**src/design/lbs_pkg.sv**
```systemverilog
package lbs_pkg;

	localparam int NUM_LEDS_DEF     = 10;
	localparam int WORD_BITS_DEF    = 16;
	localparam int LATCH_PULSES_DEF = 4;

	localparam int CODE_W      = 8;
	localparam int CFG_INDEX_W = 1;
	localparam int CFG_DATA_W  = 16;

	localparam logic [1:0] CMD_TICK = 2'd0;
	localparam logic [1:0] CMD_SET  = 2'd1;
	localparam logic [1:0] CMD_SHOW = 2'd2;

	localparam logic [1:0] OP_TICK = 2'd0;
	localparam logic [1:0] OP_SET  = 2'd1;
	localparam logic [1:0] OP_SHOW = 2'd2;

	localparam logic [CFG_INDEX_W-1:0] CFG_COMMAND_WORD = 1'd0;
	localparam logic [CFG_INDEX_W-1:0] CFG_LATCH_WAIT   = 1'd1;

	localparam logic [15:0] LATCH_WAIT_RESET = 16'd1000;

	typedef struct packed {
		logic [1:0] command;
		logic [3:0] led_index;
		logic [8:0] brightness;
	} item_t;

	typedef struct packed {
		logic data_pin;
		logic clock_pin;
		logic busy_res;
		logic done_res;
	} result_t;

	// Classified word passed from the front end to the sequencer.
	typedef struct packed {
		logic [1:0]        kind;
		logic [3:0]        led_index;
		logic [CODE_W-1:0] code;
	} op_t;

	// Saturate to 1.0, keep the top bits as a level of 0 to 8 and make a
	// thermometer code with that many low ones.
	function automatic logic [CODE_W-1:0] brightness_code(input logic [8:0] b);
		logic [8:0] sat;
		logic [3:0] lvl;
		sat = (b > 9'd256) ? 9'd256 : b;
		lvl = sat[8:5];
		return 8'hFF >> (4'd8 - lvl);
	endfunction

endpackage

```
**src/design/lbs_front.sv**
```systemverilog
module lbs_front
	import lbs_pkg::*;
#(
	parameter int NUM_LEDS = NUM_LEDS_DEF
) (
	input  logic  clk,
	input  logic  arst_n,
	input  logic  push,
	output logic  full,
	input  item_t item,
	output logic  op_valid,
	output op_t   op,
	input  logic  op_pop
);

	localparam int DEPTH = 2;

	op_t        queue_q [DEPTH];
	logic       wr_ptr_q;
	logic       rd_ptr_q;
	logic [1:0] count_q;
	op_t        op_new;
	logic       do_push;
	logic       do_pop;

	always_comb begin
		op_new.led_index = item.led_index;
		op_new.code      = brightness_code(item.brightness);
		if ({1'b0, item.led_index} > 5'(NUM_LEDS - 1)) begin
			op_new.led_index = 4'(NUM_LEDS - 1);
		end
		unique case (item.command)
			CMD_SET:  op_new.kind = OP_SET;
			CMD_SHOW: op_new.kind = OP_SHOW;
			default:  op_new.kind = OP_TICK;
		endcase
	end

	assign full     = (count_q == 2'(DEPTH));
	assign op_valid = (count_q != 2'd0);
	assign op       = queue_q[rd_ptr_q];
	assign do_push  = push && !full;
	assign do_pop   = op_pop && op_valid;

	always_ff @(posedge clk) begin
		if (do_push) begin
			queue_q[wr_ptr_q] <= op_new;
		end
	end

	always_ff @(posedge clk or negedge arst_n) begin
		if (!arst_n) begin
			wr_ptr_q <= 1'b0;
			rd_ptr_q <= 1'b0;
			count_q  <= 2'd0;
		end else begin
			if (do_push) begin
				wr_ptr_q <= ~wr_ptr_q;
			end
			if (do_pop) begin
				rd_ptr_q <= ~rd_ptr_q;
			end
			count_q <= count_q + 2'(do_push) - 2'(do_pop);
		end
	end

endmodule

```
**src/design/lbs_back.sv**
```systemverilog
module lbs_back
	import lbs_pkg::*;
#(
	parameter int NUM_LEDS     = NUM_LEDS_DEF,
	parameter int WORD_BITS    = WORD_BITS_DEF,
	parameter int LATCH_PULSES = LATCH_PULSES_DEF
) (
	input  logic                   clk,
	input  logic                   arst_n,
	input  logic                   op_valid,
	input  op_t                    op,
	output logic                   op_pop,
	output logic                   empty,
	input  logic                   pop,
	output result_t                result,
	input  logic                   cfg_valid,
	output logic                   cfg_ready,
	input  logic [CFG_INDEX_W-1:0] cfg_index,
	input  logic [CFG_DATA_W-1:0]  cfg_data
);

	localparam int FRAME_WORDS = NUM_LEDS + 3;
	localparam int WC_W  = $clog2(FRAME_WORDS);
	localparam int BC_W  = $clog2(WORD_BITS);
	localparam int PC_W  = $clog2(LATCH_PULSES + 1);
	localparam int IDX_W = (NUM_LEDS > 1) ? $clog2(NUM_LEDS) : 1;
	localparam int DEPTH = 2;

	localparam logic [2:0] SEQ_IDLE       = 3'd0;
	localparam logic [2:0] SEQ_DATA       = 3'd1;
	localparam logic [2:0] SEQ_CLOCK      = 3'd2;
	localparam logic [2:0] SEQ_LATCH_LOW  = 3'd3;
	localparam logic [2:0] SEQ_WAIT       = 3'd4;
	localparam logic [2:0] SEQ_PULSE_HIGH = 3'd5;
	localparam logic [2:0] SEQ_PULSE_LOW  = 3'd6;

	logic [15:0]       command_word_q;
	logic [15:0]       latch_wait_q;
	logic [CODE_W-1:0] led_codes_q [NUM_LEDS];
	logic              data_q;
	logic              clock_q;
	logic [WC_W-1:0]   word_q;
	logic [BC_W-1:0]   bit_q;
	logic [2:0]        step_q;
	logic [15:0]       wait_q;
	logic [PC_W-1:0]   pulse_q;

	logic              data_d;
	logic              clock_d;
	logic [WC_W-1:0]   word_d;
	logic [BC_W-1:0]   bit_d;
	logic [2:0]        step_d;
	logic [15:0]       wait_d;
	logic [PC_W-1:0]   pulse_d;
	logic              done_d;

	logic [WC_W-1:0]      led_sel;
	logic [WORD_BITS-1:0] frame_word;
	logic [BC_W-1:0]      bit_pos;
	logic                 fire;

	result_t    res_q [DEPTH];
	result_t    res_new;
	logic       res_wr_q;
	logic       res_rd_q;
	logic [1:0] res_cnt_q;
	logic       res_pop;

	assign cfg_ready = 1'b1;
	assign fire      = op_valid && (res_cnt_q != 2'(DEPTH));
	assign op_pop    = fire;
	assign empty     = (res_cnt_q == 2'd0);
	assign result    = res_q[res_rd_q];
	assign res_pop   = pop && !empty;

	// Word 0 is the mode word, then one word per LED, then padding zeros.
	always_comb begin
		led_sel = word_q - WC_W'(1);
		if (word_q == '0) begin
			frame_word = command_word_q[WORD_BITS-1:0];
		end else if (word_q <= WC_W'(NUM_LEDS)) begin
			frame_word = WORD_BITS'(led_codes_q[led_sel[IDX_W-1:0]]);
		end else begin
			frame_word = '0;
		end
		bit_pos = BC_W'(WORD_BITS - 1) - bit_q;
	end

	always_comb begin
		data_d  = data_q;
		clock_d = clock_q;
		word_d  = word_q;
		bit_d   = bit_q;
		step_d  = step_q;
		wait_d  = wait_q;
		pulse_d = pulse_q;
		done_d  = 1'b0;
		case (op.kind)
			OP_SET: begin
			end
			OP_SHOW: begin
				if (step_q == SEQ_IDLE) begin
					word_d  = '0;
					bit_d   = '0;
					pulse_d = '0;
					wait_d  = '0;
					step_d  = SEQ_DATA;
				end
			end
			default: begin
				unique case (step_q)
					SEQ_DATA: begin
						data_d = frame_word[bit_pos];
						step_d = SEQ_CLOCK;
					end
					SEQ_CLOCK: begin
						clock_d = ~clock_q;
						step_d  = SEQ_DATA;
						if (bit_q == BC_W'(WORD_BITS - 1)) begin
							bit_d = '0;
							if (word_q == WC_W'(FRAME_WORDS - 1)) begin
								word_d = '0;
								step_d = SEQ_LATCH_LOW;
							end else begin
								word_d = word_q + WC_W'(1);
							end
						end else begin
							bit_d = bit_q + BC_W'(1);
						end
					end
					SEQ_LATCH_LOW: begin
						data_d = 1'b0;
						wait_d = latch_wait_q;
						step_d = SEQ_WAIT;
					end
					SEQ_WAIT: begin
						if (wait_q != 16'd0) begin
							wait_d = wait_q - 16'd1;
						end else begin
							data_d = 1'b1;
							step_d = SEQ_PULSE_LOW;
						end
					end
					SEQ_PULSE_HIGH: begin
						data_d = 1'b1;
						step_d = SEQ_PULSE_LOW;
					end
					SEQ_PULSE_LOW: begin
						data_d = 1'b0;
						if (pulse_q == PC_W'(LATCH_PULSES - 1)) begin
							pulse_d = '0;
							step_d  = SEQ_IDLE;
							done_d  = 1'b1;
						end else begin
							pulse_d = pulse_q + PC_W'(1);
							step_d  = SEQ_PULSE_HIGH;
						end
					end
					default: begin
					end
				endcase
			end
		endcase
		res_new.data_pin  = data_d;
		res_new.clock_pin = clock_d;
		res_new.busy_res  = (step_d != SEQ_IDLE);
		res_new.done_res  = done_d;
	end

	always_ff @(posedge clk or negedge arst_n) begin
		if (!arst_n) begin
			command_word_q <= '0;
			latch_wait_q   <= LATCH_WAIT_RESET;
			for (int i = 0; i < NUM_LEDS; i++) begin
				led_codes_q[i] <= '0;
			end
			data_q  <= 1'b0;
			clock_q <= 1'b0;
			word_q  <= '0;
			bit_q   <= '0;
			step_q  <= SEQ_IDLE;
			wait_q  <= '0;
			pulse_q <= '0;
		end else begin
			if (cfg_valid) begin
				unique case (cfg_index)
					CFG_COMMAND_WORD: command_word_q <= cfg_data;
					CFG_LATCH_WAIT:   latch_wait_q   <= cfg_data;
					default: begin
					end
				endcase
			end
			if (fire) begin
				if (op.kind == OP_SET) begin
					led_codes_q[op.led_index[IDX_W-1:0]] <= op.code;
				end
				data_q  <= data_d;
				clock_q <= clock_d;
				word_q  <= word_d;
				bit_q   <= bit_d;
				step_q  <= step_d;
				wait_q  <= wait_d;
				pulse_q <= pulse_d;
			end
		end
	end

	always_ff @(posedge clk) begin
		if (fire) begin
			res_q[res_wr_q] <= res_new;
		end
	end

	always_ff @(posedge clk or negedge arst_n) begin
		if (!arst_n) begin
			res_wr_q  <= 1'b0;
			res_rd_q  <= 1'b0;
			res_cnt_q <= 2'd0;
		end else begin
			if (fire) begin
				res_wr_q <= ~res_wr_q;
			end
			if (res_pop) begin
				res_rd_q <= ~res_rd_q;
			end
			res_cnt_q <= res_cnt_q + 2'(fire) - 2'(res_pop);
		end
	end

endmodule

```
**src/design/led_bar_serial_frame_sender_unit.sv**
```systemverilog
// Channel   Handshake            Payload
// item      push / full          item_t: command, led_index, brightness
// result    pop / empty          result_t: data_pin, clock_pin, busy_res, done_res
// config    cfg_valid/cfg_ready  cfg_index, cfg_data
//
// Every word pushed yields exactly one result word, in order, one per cycle
// sustained unless held. A word enters the command queue, is written to the result
// queue when the sequencer takes it and can be popped from there; the sequencer
// step (counters, pin levels, code select) is the loop that sets this rate.
// Reset clears the LED codes, pin levels, counters and both queues at once.
// A full result queue holds the sequencer; the two-entry command queue absorbs input.
module led_bar_serial_frame_sender_unit
	import lbs_pkg::*;
#(
	parameter int NUM_LEDS     = NUM_LEDS_DEF,
	parameter int WORD_BITS    = WORD_BITS_DEF,
	parameter int LATCH_PULSES = LATCH_PULSES_DEF
) (
	input  logic                   clk,
	input  logic                   arst_n,
	input  logic                   push,
	output logic                   full,
	input  item_t                  item,
	output logic                   empty,
	input  logic                   pop,
	output result_t                result,
	input  logic                   cfg_valid,
	output logic                   cfg_ready,
	input  logic [CFG_INDEX_W-1:0] cfg_index,
	input  logic [CFG_DATA_W-1:0]  cfg_data
);

	logic op_valid;
	op_t  op;
	logic op_pop;

	lbs_front #(
		.NUM_LEDS(NUM_LEDS)
	) u_front (
		.clk     (clk),
		.arst_n  (arst_n),
		.push    (push),
		.full    (full),
		.item    (item),
		.op_valid(op_valid),
		.op      (op),
		.op_pop  (op_pop)
	);

	lbs_back #(
		.NUM_LEDS    (NUM_LEDS),
		.WORD_BITS   (WORD_BITS),
		.LATCH_PULSES(LATCH_PULSES)
	) u_back (
		.clk      (clk),
		.arst_n   (arst_n),
		.op_valid (op_valid),
		.op       (op),
		.op_pop   (op_pop),
		.empty    (empty),
		.pop      (pop),
		.result   (result),
		.cfg_valid(cfg_valid),
		.cfg_ready(cfg_ready),
		.cfg_index(cfg_index),
		.cfg_data (cfg_data)
	);

endmodule

```
**config.mk**
```make
export PLATFORM = sky130hd
export DESIGN_NAME = led_bar_serial_frame_sender_unit
export DESIGN_NICKNAME = d
export VERILOG_FILES = /design/src/design/lbs_pkg.sv /design/src/design/lbs_front.sv /design/src/design/lbs_back.sv /design/src/design/led_bar_serial_frame_sender_unit.sv
export SDC_FILE = /design/constraint.sdc
export NUM_CORES = 1
export LEC_CHECK = 0
export BUFFER_PORTS_ARGS = -buffer_cell sky130_fd_sc_hd__buf_2
export CORE_ASPECT_RATIO = 0.9
export CORE_UTILIZATION = 60
export CTS_CLUSTER_SIZE = 25
export DETAILED_ROUTE_END_ITERATION = 10
export GPL_ROUTABILITY_DRIVEN = 0
export PLACE_DENSITY = 0.77
export SKIP_CTS_REPAIR_TIMING = 1
export SLEW_MARGIN = 0
export SYNTH_ARGS = -nofsm -noshare
export SYNTH_HDL_FRONTEND = slang
export SYNTH_SLANG_ARGS = --single-unit
```
**constraint.sdc**
```tcl
create_clock -name clk -period 4.05 [get_ports clk]
set_clock_uncertainty 0.2 [all_clocks]
set_input_delay 0.2025 -clock clk [delete_from_list [all_inputs] [get_ports clk]]
set_output_delay 0.2025 -clock clk [all_outputs]
set_load 0.02 [all_outputs]
```
==> results of run 1 <==
-- how the worst min path moves through the flow --
| stage | start | endpoint | slack [ns] | depth (start not counted) |
|---|---|---|---|---|
| global placement | arst_n | u_back.led_codes_q[50] | 0.13 | 1 |
| finish | item[7] | u_front.queue_q[1][0] | -0.01 | 3 |
| floorplan | arst_n | u_back.bit_q[0] | -0.29 | 0 |
| CTS | arst_n | u_back.led_codes_q[58] | -0.33 | 1 |
| detailed placement | arst_n | u_back.led_codes_q[58] | 0.14 | 1 |
| global route | item[5] | u_front.queue_q[0][0] | -0.004 | 3 |
-- worst max-delay path: cells and delay by family, from the launching register on --
family                   cells  cell delay [ns]
AO/OA/AOI/OAI                5             1.19
XOR/XNOR                     1             0.56
flip-flops                   1             0.38
adder cells (fa/ha/maj)      1             0.38
multiplexers                 1             0.33
buffers and inverters        1             0.19
-- registers in the layout, indices dropped and copies added, names as in the netlist, 2 cells and up --
signal	flops
u_back.led_codes_q	80
u_front.queue_q	28
u_back.wait_q	16
u_back.latch_wait_q	16
u_back.res_q	8
u_back.step_q	3
u_back.command_word_q	16
u_front.count_q	2
u_back.bit_q	4
u_back.res_cnt_q	2
u_back.word_q	4
u_back.pulse_q	3
-- power by group --
part / internal [mW] / switching (mW)
Clock: 0.826 / 0.769
Sequential: 2.66 / 0.530
Combinational: 1.25 / 1.85
-- cell type report --
class,instances,area [um2],area share (%)
flip-flops and latches,188,4890,47.9
repair buffers,82,597,5.84
clock buffers,18,439,4.30
clock inverters,14,120,1.18
well taps,198,248,2.43
inverters,27,101,0.993
multi-input cells,611,3810,37.3
-- logic make-up after synthesis --
| logic type | after synthesis |
|---|---|
| AND/OR/NAND/NOR | 289 |
| AO/OA/AOI/OAI | 210 |
| buffers and inverters | 75 |
| XOR/XNOR | 15 |
| other | 1 |
| multiplexers | 80 |
| flip-flops | 188 |
| adder cells (fa/ha/maj) | 16 |
-- metal layers --
metal	vias to the layer above	wire [um]	track usage (%)
li1	3202	-	-
met1	3334	8800	39.4
met2	315	9300	42.1
met3	42	1610	5.32
met4	0	475	9.41
met5	-	0	0
-- cell usage in the layout, fill, tap and decap left out, drive strengths merged, types with 8 or more instances in the layout --
master,count
nand4,8
nand2b,10
mux2,45
a31oi,15
nor3,20
mux2i,28
edfxtp,36
o21ai,54
nor2,133
inv,37
buf,55
nand3,19
clkbuf,18
nor4,9
a21oi,102
xnor2,11
ha,16
nor2b,11
nand2,63
dfrtp,146
dlygate4sd3,27
-- through the flow --
| stage | power (mW) | std cells |
|---|---|---|
| floorplan | 5.38 | 874 |
| finish | 7.89 | 1138 |
| CTS | 7.83 | 1111 |
| detailed placement | 6.21 | 1079 |
| global placement | 6.04 | 1079 |
| global route | 8.41 | 1138 |
==> flow_summary.json, run 1 <==
{
  "synth_nets": 927,
  "cp-start-kind": "flip-flop",
  "diodes": 0,
  "drt_wl_total_um": 20200,
  "synth_top_cell_area_share_pct": 40.5,
  "clk_path_buf_depth": 2,
  "dieWidth_um": 131,
  "hold_ws_ns": -0.00990,
  "synthSimpleGateAreaFrac_pct": 14.6,
  "vias": 6893,
  "synth_edf_count": 36,
  "num_rows": 42,
  "io_buffers": 37,
  "drc": 0,
  "grt-ovfl-total": 0,
  "clkSlewWorstSetupHoldPaths_ns": 0.07,
  "via_per_inst": 6.06,
  "synth_fa_ha_area_share_pct": 2.22,
  "nets": 980,
  "hold_violations": 2,
  "worstPathRequired_ns": 4.07,
  "insertion_delay_ns": 0.44,
  "crit_path_end": "u_back.res_q[0][3]",
  "r2r-end": "u_back.res_q[0][3]",
  "relSlewSlack_pct": 19.3,
  "cp-end-kind": "flip-flop",
  "postSynthCellCount": 874,
  "synth_common_cells": "dfrtp_1, nor2_1, a21oi_1",
  "p_leak_nw": 4.44,
  "synth_cell_types": 61,
  "setup_slack_ns": 0.606,
  "outcome": "finished, violations left",
  "rr_startpoint": "u_back.word_q[0]",
  "ff2ff_path_depth": 9,
  "fill_cells": 1034,
  "critical_path_class": "flip-flop to flip-flop",
  "worst_path_largest_cell_delay_ns": 0.56,
  "fp.dieH_um": 118,
  "drt_iter0_drc": 792,
  "synth_xor_area_share_pct": 1.54,
  "drive_above_1_share_pct": 16.4,
  "grt_pass1_wl_um": 33200,
  "max_cap_violations": 0,
  "area_growth_pct": 13.3,
  "grt_setup_unrepaired": "no",
  "ys_warn_count": 0,
  "slowest_stage": "xor2_2",
  "grt_pass1_vias": 6586,
  "power_density_nw_per_um2": 773,
  "slew_violations": 0,
  "io_pins": 44,
  "hp-class": "input port to flip-flop",
  "fmax_mhz": 290,
  "core-area_um2": 14700,
  "yosysSeqAreaShare_pct": 54.3,
  "peakVddDrop_mv": 0.461,
  "dpl-instance-area_um2": 9380,
  "setup_tns_ns": 0,
  "synth_area_per_cell_um2": 10.3,
  "ys_ff_latch": 188,
  "cts_tree": "yes",
  "initial_core_util_pct": 61.3,
  "period_share_pct": 85.0,
  "die_area_um2": 15500,
  "post-route-min-period_ns": 3.44,
  "cts_buffers": 17,
  "post-dp-hpwl_um": 13200,
  "async_flop_share_pct": 80.9,
  "synth_compound_area_share_pct": 13.4,
  "violations": "negative hold slack",
  "fin_area_um2": 10200,
  "pre_cts_slack_ns": 0.724,
  "synth.most_common_cell": "dfrtp_1",
  "synth_top_family_by_area": "simple AND/OR/NAND/NOR gates",
  "path_cells": "inv_1, ha_1, xor2_2, mux4_2, o21ai_1, o311a_1, a221oi_1, o22ai_1, a21oi_1",
  "postRouteAntennaNets": 0,
  "syn_area_um2": 9010,
  "synth_top_cell_by_area": "dfrtp_1",
  "synth_area_leaders": "dfrtp_1, edfxtp_1, a21oi_1",
  "htreeDepth": 4,
  "firstDrtPassIters": 6,
  "crit_path_start": "u_back.word_q[0]",
  "grt_max_degree": 94,
  "cts_root_buf": "clkbuf_16",
  "cts.sinks": 188,
  "r2r_setup_slack_ns": 0.61,
  "track_usage_pct": 27.4,
  "antenna_found_initial": 0,
  "cp.arrival_ns": 3.46,
  "fin_util_pct": 69.4,
  "synth_ff_type": "dfrtp_1",
  "tightest_slew_ns": 1.21,
  "wl_per_cell_um": 17.7,
  "path_max_fanout": 12,
  "synth_mux_area_share_pct": 10.5,
  "finalSetupViolCount": 0
}
(Power assumes the default switching activity.)
==> run 2, diff against run 1 <==
--- a/config.mk
+++ b/config.mk
@@ -6,12 +6,14 @@
 export NUM_CORES = 1
 export LEC_CHECK = 0
 export BUFFER_PORTS_ARGS = -buffer_cell sky130_fd_sc_hd__buf_2
+export CELL_PAD_IN_SITES_DETAIL_PLACEMENT = 1
+export CELL_PAD_IN_SITES_GLOBAL_PLACEMENT = 1
 export CORE_ASPECT_RATIO = 0.9
-export CORE_UTILIZATION = 60
+export CORE_UTILIZATION = 49
 export CTS_CLUSTER_SIZE = 25
 export DETAILED_ROUTE_END_ITERATION = 10
 export GPL_ROUTABILITY_DRIVEN = 0
-export PLACE_DENSITY = 0.77
+export PLACE_DENSITY = 0.79
 export SKIP_CTS_REPAIR_TIMING = 1
 export SLEW_MARGIN = 0
 export SYNTH_ARGS = -nofsm -noshare
==> run 2 against run 1 <==
Net effect: the run now ends clean; die area rose by 22%; fmax fell by 1.5%; total power rose by 1.5%; count of clock-buffer cells in the layout rose by 1; global-route usage fell by 1.3 points; design area rose by 0.64%; setup slack got worse by 0.053 ns; hold slack improved by 0.034 ns; first-iteration DRC count fell by 53%; clock power barely moved; critical path depth fell by 1; combinational power rose by 4%; critical path type unchanged.
==> flow_summary.json, run 2 (same netlist as run 1, synthesis figures left out) <==
{
  "grt_busiest_layer": "met2",
  "drc": 0,
  "htreeDepth": 4,
  "drt_iter0_drc": 372,
  "peakVddDrop_mv": 0.486,
  "cts_buffers": 17,
  "fill_cells": 1924,
  "multiInputGateArea_um2": 3810,
  "via_per_inst": 5.85,
  "post-dp-hpwl_um": 15600,
  "postRouteAntennaNets": 0,
  "grtUsageMet1_pct": 32.8,
  "tightest_slew_ns": 1.15,
  "critical_path_class": "flip-flop to flip-flop",
  "seq_area_um2": 4890,
  "die_area_um2": 18900,
  "power_density_nw_per_um2": 779,
  "p_leak_nw": 4.45,
  "num_rows": 46,
  "fp.dieH_um": 131,
  "most-common-layout-cells": "dfrtp_1, nor2_1, a21oi_1",
  "area_growth_pct": 14.0,
  "outcome": "finished clean",
  "path_cells": "inv_1, ha_1, inv_1, o41ai_2, a21boi_0, a221oi_1, o22ai_1, a21oi_1",
  "regMostFlops": "u_back.led_codes_q",
  "largest_reg_flops": 80,
  "antenna_found_initial": 0,
  "grt_max_degree": 105,
  "drt_wl_total_um": 23800,
  "cp_common_cell": "inv_1",
  "finalSetupViolCount": 0,
  "firstDrtPassIters": 5,
  "grtUsageMet2_pct": 46.2,
  "dieWidth_um": 145,
  "drive_above_1_share_pct": 16.1,
  "grt_pass1_wl_um": 38000,
  "clkSlewWorstSetupHoldPaths_ns": 0.07,
  "grt_pass1_vias": 7274,
  "diodes": 0,
  "worst-path-buf-inv": 2,
  "cp-start-kind": "flip-flop",
  "cts_root_buf": "clkbuf_16",
  "setup_slack_ns": 0.553,
  "pre_cts_slack_ns": 0.598,
  "insertion_delay_ns": 0.43,
  "vias": 6918,
  "dpl-instance-area_um2": 9430,
  "core-area_um2": 17800,
  "hp-class": "input port to flip-flop",
  "p_total_mw": 8.01,
  "relSlewSlack_pct": 21.2,
  "slew_violations": 0,
  "wl_per_cell_um": 20.2,
  "nets": 982,
  "cts.sinks": 188,
  "grt_setup_unrepaired": "no",
  "cp.arrival_ns": 3.57,
  "worst_path_largest_cell_delay_ns": 0.68,
  "initial_core_util_pct": 50.7,
  "clk_path_buf_depth": 2,
  "gr-usage-met3_pct": 4.27,
  "cts_tree": "yes",
  "fmax_mhz": 286,
  "reg_top3": "u_back.led_codes_q: 80 flops, u_front.queue_q: 28 flops",
  "hold_violations": 0,
  "period_share_pct": 86.3,
  "io_buffers": 37,
  "max_cap_violations": 0,
  "grt-ovfl-total": 0,
  "track_usage_pct": 26.2,
  "io_pins": 44,
  "path_max_fanout": 15,
  "post-route-min-period_ns": 3.50,
  "critPathTopFamily": "compound AO/OA/AOI/OAI gates",
  "cp-end-kind": "flip-flop",
  "slowest_stage": "o41ai_2",
  "mostFrequentLayoutCell": "dfrtp_1",
  "setup_tns_ns": 0,
  "fin_area_um2": 10300,
  "worstPathRequired_ns": 4.12
}
[run 2: layout make-up]
cell class              count  area share [%]
clock buffers              19            4.21
clock inverters            13            1.16
inverters                  27           0.986
multi-input cells         611            37.1
flip-flops and latches    188            47.6
well taps                 240            2.92
repair buffers             84            6.00
[run 2: worst paths after layout]
| check | slack, ns | cells after the start | from | endpoint |
|---|---|---|---|---|
| worst max-delay path | 0.55 | 8 | u_back.word_q[1] | u_back.res_q[1][3] |
| worst min-delay path | 0.02 | 3 | item[7] | u_front.queue_q[0][3] |
| worst max register to register | 0.55 | 8 | u_back.word_q[1] | u_back.res_q[1][3] |
| worst min register to register | 0.29 | 2 | u_back.led_codes_q[48] | u_back.led_codes_q[48] |
| max in group asynchronous | 2.45 | 3 | arst_n | u_back.wait_q[13] |
| min in group asynchronous | 0.25 | 2 | arst_n | u_back.command_word_q[8] |
[run 2: through the flow]
| step | utilization (%) | hold WS (ns) | std cells |
|---|---|---|---|
| after floorplan | - | -0.293 | 874 |
| after global placement | 53.0 | 0.164 | 1121 |
| after detailed placement | 53.0 | 0.187 | 1121 |
| after CTS | 56.1 | -0.282 | 1153 |
| after global routing | 57.8 | 0.0526 | 1182 |
| final | 57.8 | 0.0236 | 1182 |
[run 2: report_power, final]
part	leakage (nW)	total (mW)	switching [mW]	internal [mW]
combinational	1.96	3.21	1.96	1.25
clock	0.271	1.57	0.723	0.851
sequential	2.21	3.23	0.562	2.66
total	4.45	8.01	3.24	4.76
[run 2: worst reg2reg max path, cell delays in order, from the launching register on]
cell      delay (ns)
dfrtp_1         0.47
inv_1           0.09
ha_1            0.64
inv_1           0.31
o41ai_2         0.68
a21boi_0        0.20
a221oi_1        0.31
o22ai_1         0.21
a21oi_1         0.23
[run 2: per-layer routing]
layer | up-vias | routed length, um | part of all wire (%)
li1 | 3201 | - | -
met1 | 3527 | 10300 | 43
met2 | 157 | 12100 | 51
met3 | 33 | 965 | 4.1
met4 | 0 | 426 | 1.8
met5 | - | 0 | 0
